[src/sv/sdspi_pkg.sv]
// types, codes and crc helper shared by the sd spi command engine files
package sdspi_pkg;

	localparam logic [1:0] OP_START = 2'd0;
	localparam logic [1:0] OP_RX    = 2'd1;
	localparam logic [1:0] OP_TICK  = 2'd2;

	localparam logic [1:0] KIND_TX      = 2'd0;
	localparam logic [1:0] KIND_DONE    = 2'd1;
	localparam logic [1:0] KIND_TIMEOUT = 2'd2;

	localparam logic [6:0] CRC_POLY   = 7'h09;
	localparam logic [7:0] START_BITS = 8'h40;
	localparam logic [7:0] POLL_BYTE  = 8'hff;
	localparam logic [7:0] NO_CRC     = 8'h01;
	localparam logic [5:0] CMD_IF_COND = 6'd8;
	localparam logic [5:0] CMD_READ_OCR = 6'd58;
	localparam logic [15:0] ELAPSED_MAX = 16'hffff;
	localparam logic [2:0] FRAME_TAIL = 3'd6;

	typedef struct packed {
		logic [1:0]  op;
		logic [5:0]  cmd_index;
		logic [31:0] argument;
		logic        use_crc;
		logic [15:0] timeout_ms;
		logic [7:0]  rx_byte;
	} req_item_t;

	typedef struct packed {
		logic [1:0]  kind;
		logic [7:0]  tx_byte;
		logic [7:0]  r1;
		logic [31:0] resp_data;
		logic        last;
	} rsp_item_t;

	// one byte of crc7, msb first
	function automatic logic [6:0] crc7_byte(input logic [6:0] crc_in, input logic [7:0] b);
		logic [6:0] c;
		logic       fb;
		c = crc_in;
		for (int i = 7; i >= 0; i--) begin
			fb = c[6] ^ b[i];
			c = {c[5:0], 1'b0};
			if (fb) begin
				c = c ^ CRC_POLY;
			end
		end
		return c;
	endfunction

endpackage

[src/sv/sd_spi_command_engine_core.sv]
// sd card spi mode command engine: framing, crc7 and r1/r3/r7 response capture
//
// req channel: one transfer per item (start command, byte received, 1 ms tick).
// rsp channel: result transfers; a start gives seven tx bytes (the six frame
// bytes, then a 0xff poll), a received byte gives at most one result, a tick
// gives none. last marks the final result of an item.
// order: an accepted item waits in the input register until the output
// register is free; its first result is then loaded into the output register
// and shows on rsp, where it transfers at the first edge without rsp_stall.
// throughput: one item per cycle while results drain; a start holds the
// output register for seven rsp transfers, so the next item waits in the
// input register until the poll byte goes out. the crc7 is built one frame
// byte per rsp transfer while the frame streams, ready for the sixth byte.
// stall on rsp freezes the output register; when the input register is full
// and the output is busy, req_stall rises; the sender stalls after one item.
// reset: idle phase, no pending results, all counters and held values zero.
module sd_spi_command_engine_core
	import sdspi_pkg::*;
(
	input  logic      clk,
	input  logic      arst_n,
	input  logic      req_valid,
	output logic      req_stall,
	input  req_item_t req,
	output logic      rsp_valid,
	input  logic      rsp_stall,
	output rsp_item_t rsp
);

	typedef enum logic [1:0] {
		PH_IDLE = 2'd0,
		PH_WAIT = 2'd1,
		PH_DATA = 2'd2
	} phase_t;

	// input register
	req_item_t req_s1;
	logic      valid_s1;

	// engine state
	phase_t      phase_q;
	logic [5:0]  held_cmd_q;
	logic [15:0] held_timeout_q;
	logic [15:0] elapsed_q;
	logic [7:0]  status_q;
	logic [31:0] data_shift_q;
	logic [2:0]  data_count_q;

	// output register and frame streamer
	rsp_item_t   out_s2;
	logic        out_valid_s2;
	logic [2:0]  remain_q;     // results still to follow the one on rsp
	logic [31:0] frame_q;      // argument bytes not yet sent
	logic        use_crc_q;
	logic [6:0]  crc_q;        // crc over the frame bytes already on rsp

	logic take, free, process;

	// result of the item in the input register
	rsp_item_t   res;
	logic        res_valid;
	logic        res_start;
	phase_t      phase_d;
	logic [7:0]  status_d;
	logic [31:0] data_shift_d;
	logic [2:0]  data_count_d;
	logic [15:0] elapsed_d;
	logic [7:0]  first_byte;

	assign take      = out_valid_s2 && !rsp_stall;
	assign free      = !out_valid_s2 || (take && remain_q == 3'd0);
	assign process   = valid_s1 && free;
	assign req_stall = valid_s1 && !free;
	assign rsp_valid = out_valid_s2;
	assign rsp       = out_s2;

	assign first_byte = START_BITS | {2'b00, req_s1.cmd_index};

	always_comb begin
		res          = '0;
		res_valid    = 1'b0;
		res_start    = 1'b0;
		phase_d      = phase_q;
		status_d     = status_q;
		data_shift_d = data_shift_q;
		data_count_d = data_count_q;
		elapsed_d    = elapsed_q;
		case (req_s1.op)
			OP_START: begin
				res_valid    = 1'b1;
				res_start    = 1'b1;
				res.kind     = KIND_TX;
				res.tx_byte  = first_byte;
				phase_d      = PH_WAIT;
				status_d     = '0;
				data_shift_d = '0;
				data_count_d = '0;
				elapsed_d    = '0;
			end
			OP_TICK: begin
				if (phase_q == PH_WAIT && elapsed_q != ELAPSED_MAX) begin
					elapsed_d = elapsed_q + 16'd1;
				end
			end
			OP_RX: begin
				case (phase_q)
					PH_WAIT: begin
						res_valid = 1'b1;
						res.last  = 1'b1;
						if (req_s1.rx_byte[7]) begin
							if (elapsed_q >= held_timeout_q) begin
								phase_d  = PH_IDLE;
								res.kind = KIND_TIMEOUT;
							end else begin
								res.kind    = KIND_TX;
								res.tx_byte = POLL_BYTE;
							end
						end else begin
							status_d = req_s1.rx_byte;
							if (held_cmd_q == CMD_IF_COND || held_cmd_q == CMD_READ_OCR) begin
								// r3/r7: four trailing bytes follow
								phase_d      = PH_DATA;
								data_shift_d = '0;
								data_count_d = '0;
								res.kind     = KIND_TX;
								res.tx_byte  = POLL_BYTE;
							end else begin
								phase_d  = PH_IDLE;
								res.kind = KIND_DONE;
								res.r1   = req_s1.rx_byte;
							end
						end
					end
					PH_DATA: begin
						res_valid    = 1'b1;
						res.last     = 1'b1;
						data_shift_d = {data_shift_q[23:0], req_s1.rx_byte};
						data_count_d = data_count_q + 3'd1;
						if (data_count_q == 3'd3) begin
							phase_d       = PH_IDLE;
							res.kind      = KIND_DONE;
							res.r1        = status_q;
							res.resp_data = data_shift_d;
						end else begin
							res.kind    = KIND_TX;
							res.tx_byte = POLL_BYTE;
						end
					end
					default: begin
						// idle or unused phase code: byte is dropped
					end
				endcase
			end
			default: begin
				// unused op code: no effect
			end
		endcase
	end

	// input register
	always_ff @(posedge clk or negedge arst_n) begin
		if (!arst_n) begin
			valid_s1 <= 1'b0;
		end else begin
			if (req_valid && !req_stall) begin
				valid_s1 <= 1'b1;
			end else if (process) begin
				valid_s1 <= 1'b0;
			end
		end
	end

	always_ff @(posedge clk) begin
		if (req_valid && !req_stall) begin
			req_s1 <= req;
		end
	end

	// engine state
	always_ff @(posedge clk or negedge arst_n) begin
		if (!arst_n) begin
			phase_q        <= PH_IDLE;
			held_cmd_q     <= '0;
			held_timeout_q <= '0;
			elapsed_q      <= '0;
			status_q       <= '0;
			data_shift_q   <= '0;
			data_count_q   <= '0;
		end else if (process) begin
			phase_q      <= phase_d;
			elapsed_q    <= elapsed_d;
			status_q     <= status_d;
			data_shift_q <= data_shift_d;
			data_count_q <= data_count_d;
			if (res_start) begin
				held_cmd_q     <= req_s1.cmd_index;
				held_timeout_q <= req_s1.timeout_ms;
			end
		end
	end

	// output register: streams the frame, one byte per rsp transfer
	always_ff @(posedge clk or negedge arst_n) begin
		if (!arst_n) begin
			out_valid_s2 <= 1'b0;
			remain_q     <= '0;
		end else begin
			if (process && res_valid) begin
				out_valid_s2 <= 1'b1;
				remain_q     <= res_start ? FRAME_TAIL : 3'd0;
			end else if (take) begin
				if (remain_q != 3'd0) begin
					remain_q <= remain_q - 3'd1;
				end else begin
					out_valid_s2 <= 1'b0;
				end
			end
		end
	end

	always_ff @(posedge clk) begin
		if (take && remain_q != 3'd0) begin
			out_s2.last <= (remain_q == 3'd1);
			if (remain_q >= 3'd3) begin
				// argument byte, msb first
				out_s2.tx_byte <= frame_q[31:24];
				frame_q        <= {frame_q[23:0], 8'h00};
				crc_q          <= crc7_byte(crc_q, frame_q[31:24]);
			end else if (remain_q == 3'd2) begin
				out_s2.tx_byte <= use_crc_q ? {crc_q, 1'b1} : NO_CRC;
			end else begin
				out_s2.tx_byte <= POLL_BYTE;
			end
		end
		if (process && res_valid) begin
			out_s2    <= res;
			frame_q   <= req_s1.argument;
			use_crc_q <= req_s1.use_crc;
			crc_q     <= crc7_byte(7'd0, first_byte);
		end
	end

endmodule

[config.mk]
export PLATFORM = sky130hd
export DESIGN_NAME = sd_spi_command_engine_core
export DESIGN_NICKNAME = d
export VERILOG_FILES = /design/src/sv/sdspi_pkg.sv /design/src/sv/sd_spi_command_engine_core.sv
export SDC_FILE = /design/constraint.sdc
export NUM_CORES = 1
export LEC_CHECK = 0
export BUFFER_PORTS_ARGS = -buffer_cell sky130_fd_sc_hd__clkbuf_2
export CORE_MARGIN = 4
export CORE_UTILIZATION = 58
export DETAILED_ROUTE_END_ITERATION = 16
export PLACE_DENSITY = 0.8
export SYNTH_ARGS = -nofsm -noshare
export SYNTH_HDL_FRONTEND = slang
export SYNTH_SLANG_ARGS = --single-unit
[constraint.sdc]
create_clock -name clk -period 4.8 [get_ports clk]
set_input_delay 1.44 -clock clk [delete_from_list [all_inputs] [get_ports clk]]
set_output_delay 1.44 -clock clk [all_outputs]
set_load 0.05 [all_outputs]
==> results of run 1 <==
[per-stage QoR]
step / worst slack [ns] / area, um^2 / total power, mW
detailed placement: 0.926 / 10600 / 5.35
finish: 0.858 / 11400 / 7.13
floorplan: 0.781 / 9770 / 4.79
global route: 0.755 / 11400 / 7.60
global placement: 0.931 / 10600 / 5.25
CTS: 0.863 / 11400 / 7.20
[layout make-up]
| cell class | instances | area share [%] |
|---|---|---|
| Clock buffer | 36 | 5.93 |
| Clock inverter | 8 | 0.944 |
| Inverter | 30 | 0.999 |
| Multi-Input combinational cell | 524 | 25.5 |
| Sequential cell | 234 | 58.2 |
| Tap cell | 220 | 2.42 |
| Timing Repair Buffer | 130 | 6.06 |
[where the power goes]
| part | internal (mW) | total [mW] | switching [mW] |
|---|---|---|---|
| registers | 2.93 | 3.20 | 0.273 |
| clock network | 1.09 | 1.81 | 0.726 |
| logic | 0.643 | 2.12 | 1.48 |
[flip-flops by register name, summed over array words and instances (netlist names), 6 cells and up]
signal / flops
status_q: 7
crc_q: 7
req_s1: 59
elapsed_q: 16
first_byte: 6
held_cmd_q: 6
rsp: 50
data_shift_q: 24
held_timeout_q: 16
frame_q: 32
[worst max path at each step]
stage               cells after the start       from        end  slack, ns
finish                                  5  rsp_stall  req_stall       0.86
floorplan                               7  rsp_stall   crc_q[0]       0.78
global placement                        5  rsp_stall  req_stall       0.93
global route                            5  rsp_stall  req_stall       0.75
detailed placement                      5  rsp_stall  req_stall       0.93
CTS                                     5  rsp_stall  req_stall       0.86
[kinds of logic after synthesis]
kind of cell / count (synthesis)
simple gates: 337
other cells: 1
fa+ha+maj: 26
compound gates: 123
mux: 2
xor+xnor: 35
buf+inv: 67
flops: 234
[cell usage after synthesis (4+ instances only)]
cell and n:
sky130_fd_sc_hd__nand2_1 201, sky130_fd_sc_hd__edfxtp_1 155, sky130_fd_sc_hd__dfrtp_1 79, sky130_fd_sc_hd__o21ai_0 55, sky130_fd_sc_hd__and3_1 40, sky130_fd_sc_hd__nor2_1 39, sky130_fd_sc_hd__clkbuf_1 30, sky130_fd_sc_hd__inv_1 28
sky130_fd_sc_hd__ha_1 26, sky130_fd_sc_hd__a21oi_1 23, sky130_fd_sc_hd__xnor2_1 20, sky130_fd_sc_hd__xor2_1 15, sky130_fd_sc_hd__o21ai_1 14, sky130_fd_sc_hd__and2_1 11, sky130_fd_sc_hd__nand3_1 10, sky130_fd_sc_hd__o211ai_1 8
sky130_fd_sc_hd__a22oi_1 7, sky130_fd_sc_hd__nand4_1 7, sky130_fd_sc_hd__nor3_1 7, sky130_fd_sc_hd__buf_2 6, sky130_fd_sc_hd__nor2b_1 5, sky130_fd_sc_hd__or3_1 4
[layer usage]
layer / wire, um / GRT usage, %
met1: 7770 / 27.2
met4: 340 / 5.76
met5: 0 / 0
met2: 8950 / 32.9
met3: 1170 / 4.02
==> impl_results.html, run 1 <==
<table>
<tr><th>Metric</th><th>Value</th></tr>
<tr><th colspan="2">Run status</th></tr>
<tr><td>Outcome</td><td>finished clean</td></tr>
<tr><th colspan="2">Worst setup path</th></tr>
<tr><td>R2R depth</td><td>10</td></tr>
<tr><td>RR Startpoint</td><td>remain_q[0]</td></tr>
<tr><td>Required time reported for the critical path endpoint</td><td>3.36 ns</td></tr>
<tr><td>Endpoint of the lowest-slack register-to-register path</td><td>frame_q[6]</td></tr>
<tr><td>Delay of the slowest cell on the worst path</td><td>0.42 ns</td></tr>
<tr><td>Endpoint class of the critical path</td><td>output pin</td></tr>
<tr><td>Critical path fanouts, max</td><td>4</td></tr>
<tr><td>Library cell appearing most often on the critical path</td><td>sky130_fd_sc_hd__clkbuf_2</td></tr>
<tr><td>Worst endpoint data arrival time</td><td>2.50 ns</td></tr>
<tr><td>Kind of start point of the critical path</td><td>input port</td></tr>
<tr><td>Crit path max-delay cell type</td><td>sky130_fd_sc_hd__nor3b_1</td></tr>
<tr><td>Family with the most delay on the worst path</td><td>simple AND/OR/NAND/NOR gates</td></tr>
<tr><td>Worst setup path class</td><td>input port to output pin</td></tr>
<tr><td>Worst path bufs/invs</td><td>3</td></tr>
<tr><td>List of cells traversed by the critical path</td><td>clkbuf_2 &gt; nor3b_1 &gt; nand3b_1 &gt; inv_1 &gt; clkbuf_2</td></tr>
<tr><td>Worst setup slack for register-to-register paths</td><td>2.03 ns</td></tr>
<tr><th colspan="2">Global route</th></tr>
<tr><td>Total congestion overflow after global routing</td><td>0</td></tr>
<tr><td>Total global-route track usage</td><td>20.0%</td></tr>
<tr><td>Vias in the first global route</td><td>6201</td></tr>
<tr><td>Antenna violations before repair</td><td>0</td></tr>
<tr><td>Largest net degree at the start of global routing</td><td>80</td></tr>
<tr><td>Wire length of the first global-routing pass</td><td>30100 um</td></tr>
<tr><th colspan="2">Synth</th></tr>
<tr><td>Area share of xor/xnor cells in the synthesized design</td><td>3.14%</td></tr>
<tr><td>Top cell type's share of synthesized area</td><td>47.6%</td></tr>
<tr><td>Most instantiated flip-flop cell in the synthesis netlist</td><td>sky130_fd_sc_hd__edfxtp_1</td></tr>
<tr><td>Mapped cell area</td><td>9770 um^2</td></tr>
<tr><td>Number of storage elements in the synthesis netlist</td><td>234</td></tr>
<tr><td>Fraction of the mapped netlist area in compound gates</td><td>7.39%</td></tr>
<tr><td>Synth warnings</td><td>0</td></tr>
<tr><td>Proportion of register bits with asynchronous set or reset after synthesis</td><td>33.8%</td></tr>
<tr><td>Average size of a mapped cell</td><td>11.8 um^2</td></tr>
<tr><td>Main combinational cell family by area after synthesis</td><td>simple AND/OR/NAND/NOR gates</td></tr>
<tr><td>Number of standard cells after synthesis</td><td>825</td></tr>
<tr><td>Net count after synthesis</td><td>920</td></tr>
<tr><td>Multiplexer fraction of the synthesized cell area</td><td>0.218%</td></tr>
<tr><td>Count of distinct cell types in the synthesized netlist</td><td>46</td></tr>
<tr><td>Area leader, netlist</td><td>sky130_fd_sc_hd__edfxtp_1</td></tr>
<tr><td>Synthesized-area fraction occupied by adder cells</td><td>3.33%</td></tr>
<tr><td>Sequential share of the synthesized area</td><td>67.9%</td></tr>
<tr><td>Post-synth EDFFs</td><td>155</td></tr>
<tr><td>Synth Area in Simple Gates</td><td>15.3%</td></tr>
<tr><td>Ranking of synthesized cells by area</td><td>sky130_fd_sc_hd__edfxtp_1 (48%), sky130_fd_sc_hd__dfrtp_1 (20%), sky130_fd_sc_hd__nand2_1 (7.7%)</td></tr>
<tr><th colspan="2">STA</th></tr>
<tr><td>Fin. Hold Viols</td><td>0</td></tr>
<tr><td>Fin Clk Skew</td><td>0.0152 ns</td></tr>
<tr><td>Final critical-path share of the clock period</td><td>82.1%</td></tr>
<tr><td>Max transition margin</td><td>21.1%</td></tr>
<tr><td>Post-layout minimum cycle time</td><td>3.94 ns</td></tr>
<tr><td>Slew of the pin with the lowest slew margin</td><td>1.18 ns</td></tr>
<tr><td>Post-route setup TNS</td><td>0 ns</td></tr>
<tr><td>Final worst hold slack</td><td>0.430 ns</td></tr>
<tr><td>Setup violation total in the final timing report</td><td>0</td></tr>
<tr><td>Total count of max-transition violations in the final report</td><td>0</td></tr>
<tr><td>Unrepaired setup endpoints after global routing</td><td>no</td></tr>
<tr><td>Maximum operating frequency</td><td>254 MHz</td></tr>
<tr><th colspan="2">Drt</th></tr>
<tr><td>Antenna-violating nets left</td><td>0</td></tr>
<tr><td>Vias per cell</td><td>5.35</td></tr>
<tr><td>DR WL/cell</td><td>15.4 um</td></tr>
<tr><td>Remaining design rule violation count</td><td>0</td></tr>
<tr><td>DRC marker count from the first detailed-route iteration</td><td>348</td></tr>
<tr><td>Via Count</td><td>6323</td></tr>
<tr><td>Total wirelength of the detailed-routed design</td><td>18200 um</td></tr>
<tr><td>Number of iterations in the first detailed-routing pass</td><td>5</td></tr>
<tr><th colspan="2">Clock network</th></tr>
<tr><td>TritonCTS clock tree</td><td>built</td></tr>
<tr><td>Total number of clock tree sinks</td><td>234</td></tr>
<tr><td>Number of H-tree levels</td><td>1</td></tr>
<tr><td>Source-to-sink clock delay at the later pin of the worst-skew pair</td><td>0.51 ns</td></tr>
<tr><td>Post_cts resized</td><td>0</td></tr>
<tr><td>Setup Buffers After CTS</td><td>0</td></tr>
<tr><td>CTS root buffer</td><td>sky130_fd_sc_hd__clkbuf_16</td></tr>
<tr><td>Max clock buf depth</td><td>3</td></tr>
<tr><td>Inserted Clock Buffers</td><td>24</td></tr>
<tr><td>Clock-pin transition on the worst setup and hold timing paths</td><td>0.06 ns</td></tr>
<tr><td>Number of hold buffers added after CTS</td><td>0</td></tr>
<tr><th colspan="2">Final layout</th></tr>
<tr><td>Syn-to-layout area delta</td><td>16.6%</td></tr>
<tr><td>Highest-count cells in the layout ignoring fill and taps</td><td>sky130_fd_sc_hd__nand2_1 (201), sky130_fd_sc_hd__edfxtp_1 (155), sky130_fd_sc_hd__clkbuf_2 (119)</td></tr>
<tr><td>Final core utilization</td><td>69.0%</td></tr>
<tr><td>Final instance count without filler cells</td><td>1182</td></tr>
<tr><td>Inserted Diodes</td><td>0</td></tr>
<tr><td># fillers</td><td>1185</td></tr>
<tr><td>Most common cell after layout, fill and taps aside</td><td>sky130_fd_sc_hd__nand2_1</td></tr>
<tr><td>Sequential cell area</td><td>6630 um^2</td></tr>
<tr><td>Fraction of final layout cells sized beyond drive strength 1</td><td>18.1%</td></tr>
<tr><td>Area of the multi-input gates</td><td>2900 um^2</td></tr>
<tr><td>Number of nets in the layout</td><td>1039</td></tr>
<tr><th colspan="2">Job</th></tr>
<tr><td>Max-cap violations</td><td>0</td></tr>
<tr><th colspan="2">Power and ir drop</th></tr>
<tr><td>Power per Cell Area</td><td>626 nW/um^2</td></tr>
<tr><td>Static leakage power</td><td>4.83 nW</td></tr>
<tr><td>Worst VDD drop</td><td>437 uV</td></tr>
<tr><th colspan="2">Die</th></tr>
<tr><td>Core region area</td><td>16500 um^2</td></tr>
<tr><td>Die Span X</td><td>138 um</td></tr>
<tr><td>Initial Util</td><td>59.1%</td></tr>
<tr><td>Io pins</td><td>122</td></tr>
<tr><td>Number of standard-cell rows in the floorplan</td><td>47</td></tr>
<tr><td>Vertical extent of the die</td><td>138 um</td></tr>
<tr><td>Die Area</td><td>19000 um^2</td></tr>
<tr><th colspan="2">Worst hold path</th></tr>
<tr><td>Class of the tightest hold or removal check</td><td>flip-flop to flip-flop</td></tr>
<tr><td>Hold Path Depth</td><td>0</td></tr>
<tr><td>Start point of the worst hold path</td><td>req_s1[24]</td></tr>
<tr><td>Worst hold path endpoint</td><td>use_crc_q</td></tr>
<tr><th colspan="2">Place</th></tr>
<tr><td>Port Buf Inserts</td><td>120</td></tr>
<tr><td>Detail Placement HPWL</td><td>12100 um</td></tr>
<tr><td>Routability congestion estimate</td><td>0.827</td></tr>
<tr><td>Inst Count DP</td><td>1138</td></tr>
</table>
Power figures use the tool's default switching activity.
==> run 2, diff against run 1 <==
Clock period 4.8 ns to 4 ns, I/O delays scaled along.
==> run 2 against run 1 <==
Compared with the run above: combinational power up 20%; final cell count grew 0.17%; worst hold slack got worse by 0.015 ns; sequential cell count is the same; power up 20%; via count fell by 0.30%; count of clock-buffer cells in the layout is 5 lower; cell area up 0.32%; first-iteration DRC count up 11%; register-to-register slack worse by 0.73 ns; non-clock buffer count up 2; setup slack worse by 0.30 ns.
==> impl_results.html, run 2 (synthesis results as in run 1) <==
<table>
<tr><th>Metric</th><th>Value</th></tr>
<tr><th colspan="2">Power and ir drop</th></tr>
<tr><td>Power Internal</td><td>5.57 mW</td></tr>
<tr><td>Worst VDD drop</td><td>577 uV</td></tr>
<tr><td>Net switching power</td><td>2.96 mW</td></tr>
<tr><td>Part of the total power dissipated in the clock network</td><td>25.3%</td></tr>
<tr><td>Share of total power in sequential cells</td><td>44.9%</td></tr>
<tr><td>Proportion of total power due to net switching</td><td>34.7%</td></tr>
<tr><td>Power per Cell Area</td><td>746 nW/um^2</td></tr>
<tr><td>Static leakage power</td><td>4.86 nW</td></tr>
<tr><td>Combinational Power Share</td><td>29.8%</td></tr>
<tr><th colspan="2">Die</th></tr>
<tr><td>Number of standard-cell rows in the floorplan</td><td>47</td></tr>
<tr><td>Initial Util</td><td>59.1%</td></tr>
<tr><td>Die Span X</td><td>138 um</td></tr>
<tr><td>Die Area</td><td>19000 um^2</td></tr>
<tr><td>Core region area</td><td>16500 um^2</td></tr>
<tr><td>Vertical extent of the die</td><td>138 um</td></tr>
<tr><td>Io pins</td><td>122</td></tr>
<tr><th colspan="2">Place</th></tr>
<tr><td>Detail Placement HPWL</td><td>12000 um</td></tr>
<tr><td>Inst Count DP</td><td>1140</td></tr>
<tr><td>Port Buf Inserts</td><td>120</td></tr>
<tr><td>Routability congestion estimate</td><td>0.841</td></tr>
<tr><th colspan="2">Clock network</th></tr>
<tr><td>Inserted Clock Buffers</td><td>24</td></tr>
<tr><td>Number of H-tree levels</td><td>1</td></tr>
<tr><td>Max clock buf depth</td><td>3</td></tr>
<tr><td>Post_cts resized</td><td>0</td></tr>
<tr><td>Clock-pin transition on the worst setup and hold timing paths</td><td>0.06 ns</td></tr>
<tr><td>Source-to-sink clock delay at the later pin of the worst-skew pair</td><td>0.52 ns</td></tr>
<tr><td>TritonCTS clock tree</td><td>built</td></tr>
<tr><td>Setup Buffers After CTS</td><td>0</td></tr>
<tr><td>CTS root buffer</td><td>sky130_fd_sc_hd__clkbuf_16</td></tr>
<tr><td>Number of hold buffers added after CTS</td><td>0</td></tr>
<tr><td>Total number of clock tree sinks</td><td>234</td></tr>
<tr><th colspan="2">Run status</th></tr>
<tr><td>Outcome</td><td>finished clean</td></tr>
<tr><th colspan="2">Drt</th></tr>
<tr><td>Number of iterations in the first detailed-routing pass</td><td>5</td></tr>
<tr><td>DRC marker count from the first detailed-route iteration</td><td>388</td></tr>
<tr><td>Antenna-violating nets left</td><td>0</td></tr>
<tr><td>Total wirelength of the detailed-routed design</td><td>17800 um</td></tr>
<tr><td>Remaining design rule violation count</td><td>0</td></tr>
<tr><td>Vias per cell</td><td>5.32</td></tr>
<tr><td>DR WL/cell</td><td>15.0 um</td></tr>
<tr><td>Via Count</td><td>6304</td></tr>
<tr><th colspan="2">Worst setup path</th></tr>
<tr><td>Critical path fanouts, max</td><td>4</td></tr>
<tr><td>Endpoint class of the critical path</td><td>output pin</td></tr>
<tr><td>Worst endpoint data arrival time</td><td>2.25 ns</td></tr>
<tr><td>Kind of start point of the critical path</td><td>input port</td></tr>
<tr><td>Worst setup path class</td><td>input port to output pin</td></tr>
<tr><td>Required time reported for the critical path endpoint</td><td>2.80 ns</td></tr>
<tr><th colspan="2">Global route</th></tr>
<tr><td>Largest net degree at the start of global routing</td><td>80</td></tr>
<tr><td>Wire length of the first global-routing pass</td><td>29100 um</td></tr>
<tr><td>Total global-route track usage</td><td>19.3%</td></tr>
<tr><td>Total congestion overflow after global routing</td><td>0</td></tr>
<tr><td>Antenna violations before repair</td><td>0</td></tr>
<tr><td>Vias in the first global route</td><td>6003</td></tr>
<tr><th colspan="2">Final layout</th></tr>
<tr><td>Highest-count cells in the layout ignoring fill and taps</td><td>sky130_fd_sc_hd__nand2_1 (201), sky130_fd_sc_hd__edfxtp_1 (155), sky130_fd_sc_hd__clkbuf_2 (119)</td></tr>
<tr><td># fillers</td><td>1154</td></tr>
<tr><td>Final instance count without filler cells</td><td>1184</td></tr>
<tr><td>Fraction of final layout cells sized beyond drive strength 1</td><td>19.0%</td></tr>
<tr><td>Inserted Diodes</td><td>0</td></tr>
<tr><td>Largest register FFs</td><td>59</td></tr>
<tr><td>Syn-to-layout area delta</td><td>17.0%</td></tr>
<tr><td>Area of the multi-input gates</td><td>2900 um^2</td></tr>
<tr><td>Most common cell after layout, fill and taps aside</td><td>sky130_fd_sc_hd__nand2_1</td></tr>
<tr><td>Number of nets in the layout</td><td>1041</td></tr>
<tr><td>Sequential cell area</td><td>6630 um^2</td></tr>
<tr><td>Register bank with the most flops</td><td>req_s1</td></tr>
<tr><th colspan="2">STA</th></tr>
<tr><td>Post-layout minimum cycle time</td><td>3.45 ns</td></tr>
<tr><td>Final worst hold slack</td><td>0.416 ns</td></tr>
<tr><td>Fin Clk Skew</td><td>0.0182 ns</td></tr>
<tr><td>Post-route setup TNS</td><td>0 ns</td></tr>
<tr><td>Final critical-path share of the clock period</td><td>86.2%</td></tr>
<tr><td>Unrepaired setup endpoints after global routing</td><td>no</td></tr>
<tr><td>Maximum operating frequency</td><td>290 MHz</td></tr>
<tr><td>Total count of max-transition violations in the final report</td><td>0</td></tr>
<tr><td>Slew of the pin with the lowest slew margin</td><td>1.08 ns</td></tr>
<tr><td>Setup violation total in the final timing report</td><td>0</td></tr>
<tr><td>Fin. Hold Viols</td><td>0</td></tr>
<tr><td>Max transition margin</td><td>27.5%</td></tr>
<tr><th colspan="2">Worst hold path</th></tr>
<tr><td>Class of the tightest hold or removal check</td><td>flip-flop to flip-flop</td></tr>
<tr><th colspan="2">Job</th></tr>
<tr><td>Max-cap violations</td><td>0</td></tr>
</table>
run 2: worst max-delay path, stage by stage:
cell                       delay (ns)
sky130_fd_sc_hd__clkbuf_2        0.10
sky130_fd_sc_hd__nor3b_1         0.40
sky130_fd_sc_hd__nand3b_1        0.25
sky130_fd_sc_hd__inv_1           0.06
sky130_fd_sc_hd__clkbuf_2        0.23
run 2: metal layers:
metal	part of all wire, %	routed length, um	GRT usage, %
met5	0	0	0
met4	1.8	313	4.56
met3	6.2	1110	3.29
met2	48	8620	32.0
met1	44	7760	26.8
run 2: power groups by stage:
stage	clock [mW]	combinational [mW]	sequential, mW
floorplan	0	1.50	4.26
global placement	0	2.47	3.85
detailed placement	0	2.53	3.87
CTS	2.21	2.57	3.83
global route	2.31	2.84	3.89
finish	2.16	2.54	3.83
run 2: stage by stage:
stage	util [%]	instance area, um^2	total power, mW	setup WS, ns
global placement	64.4	10600	6.32	0.614
floorplan	-	9770	5.75	0.221
detailed placement	64.4	10600	6.41	0.576
CTS	69.2	11400	8.61	0.564
global route	69.2	11400	9.05	0.379
finish	69.2	11400	8.53	0.554
run 2: final cells by class:
cell class	count	area share [%]
well taps	220	2.41
repair buffers	132	6.28
inverters	30	0.996
flip-flops and latches	234	58.0
clock buffers	31	5.92
clock inverters	13	1.01
multi-input cells	524	25.4
run 2: final timing paths:
check,from,to,slack (ns),cells after the start
worst max-delay path,rsp_stall,req_stall,0.55,5
worst min-delay path,req_s1[24],use_crc_q,0.42,0
worst max register to register,remain_q[0],rsp[47],1.30,10
worst min register to register,req_s1[24],use_crc_q,0.42,0
max in group asynchronous,arst_n,data_shift_q[21],2.50,1
min in group asynchronous,arst_n,valid_s1,0.86,1
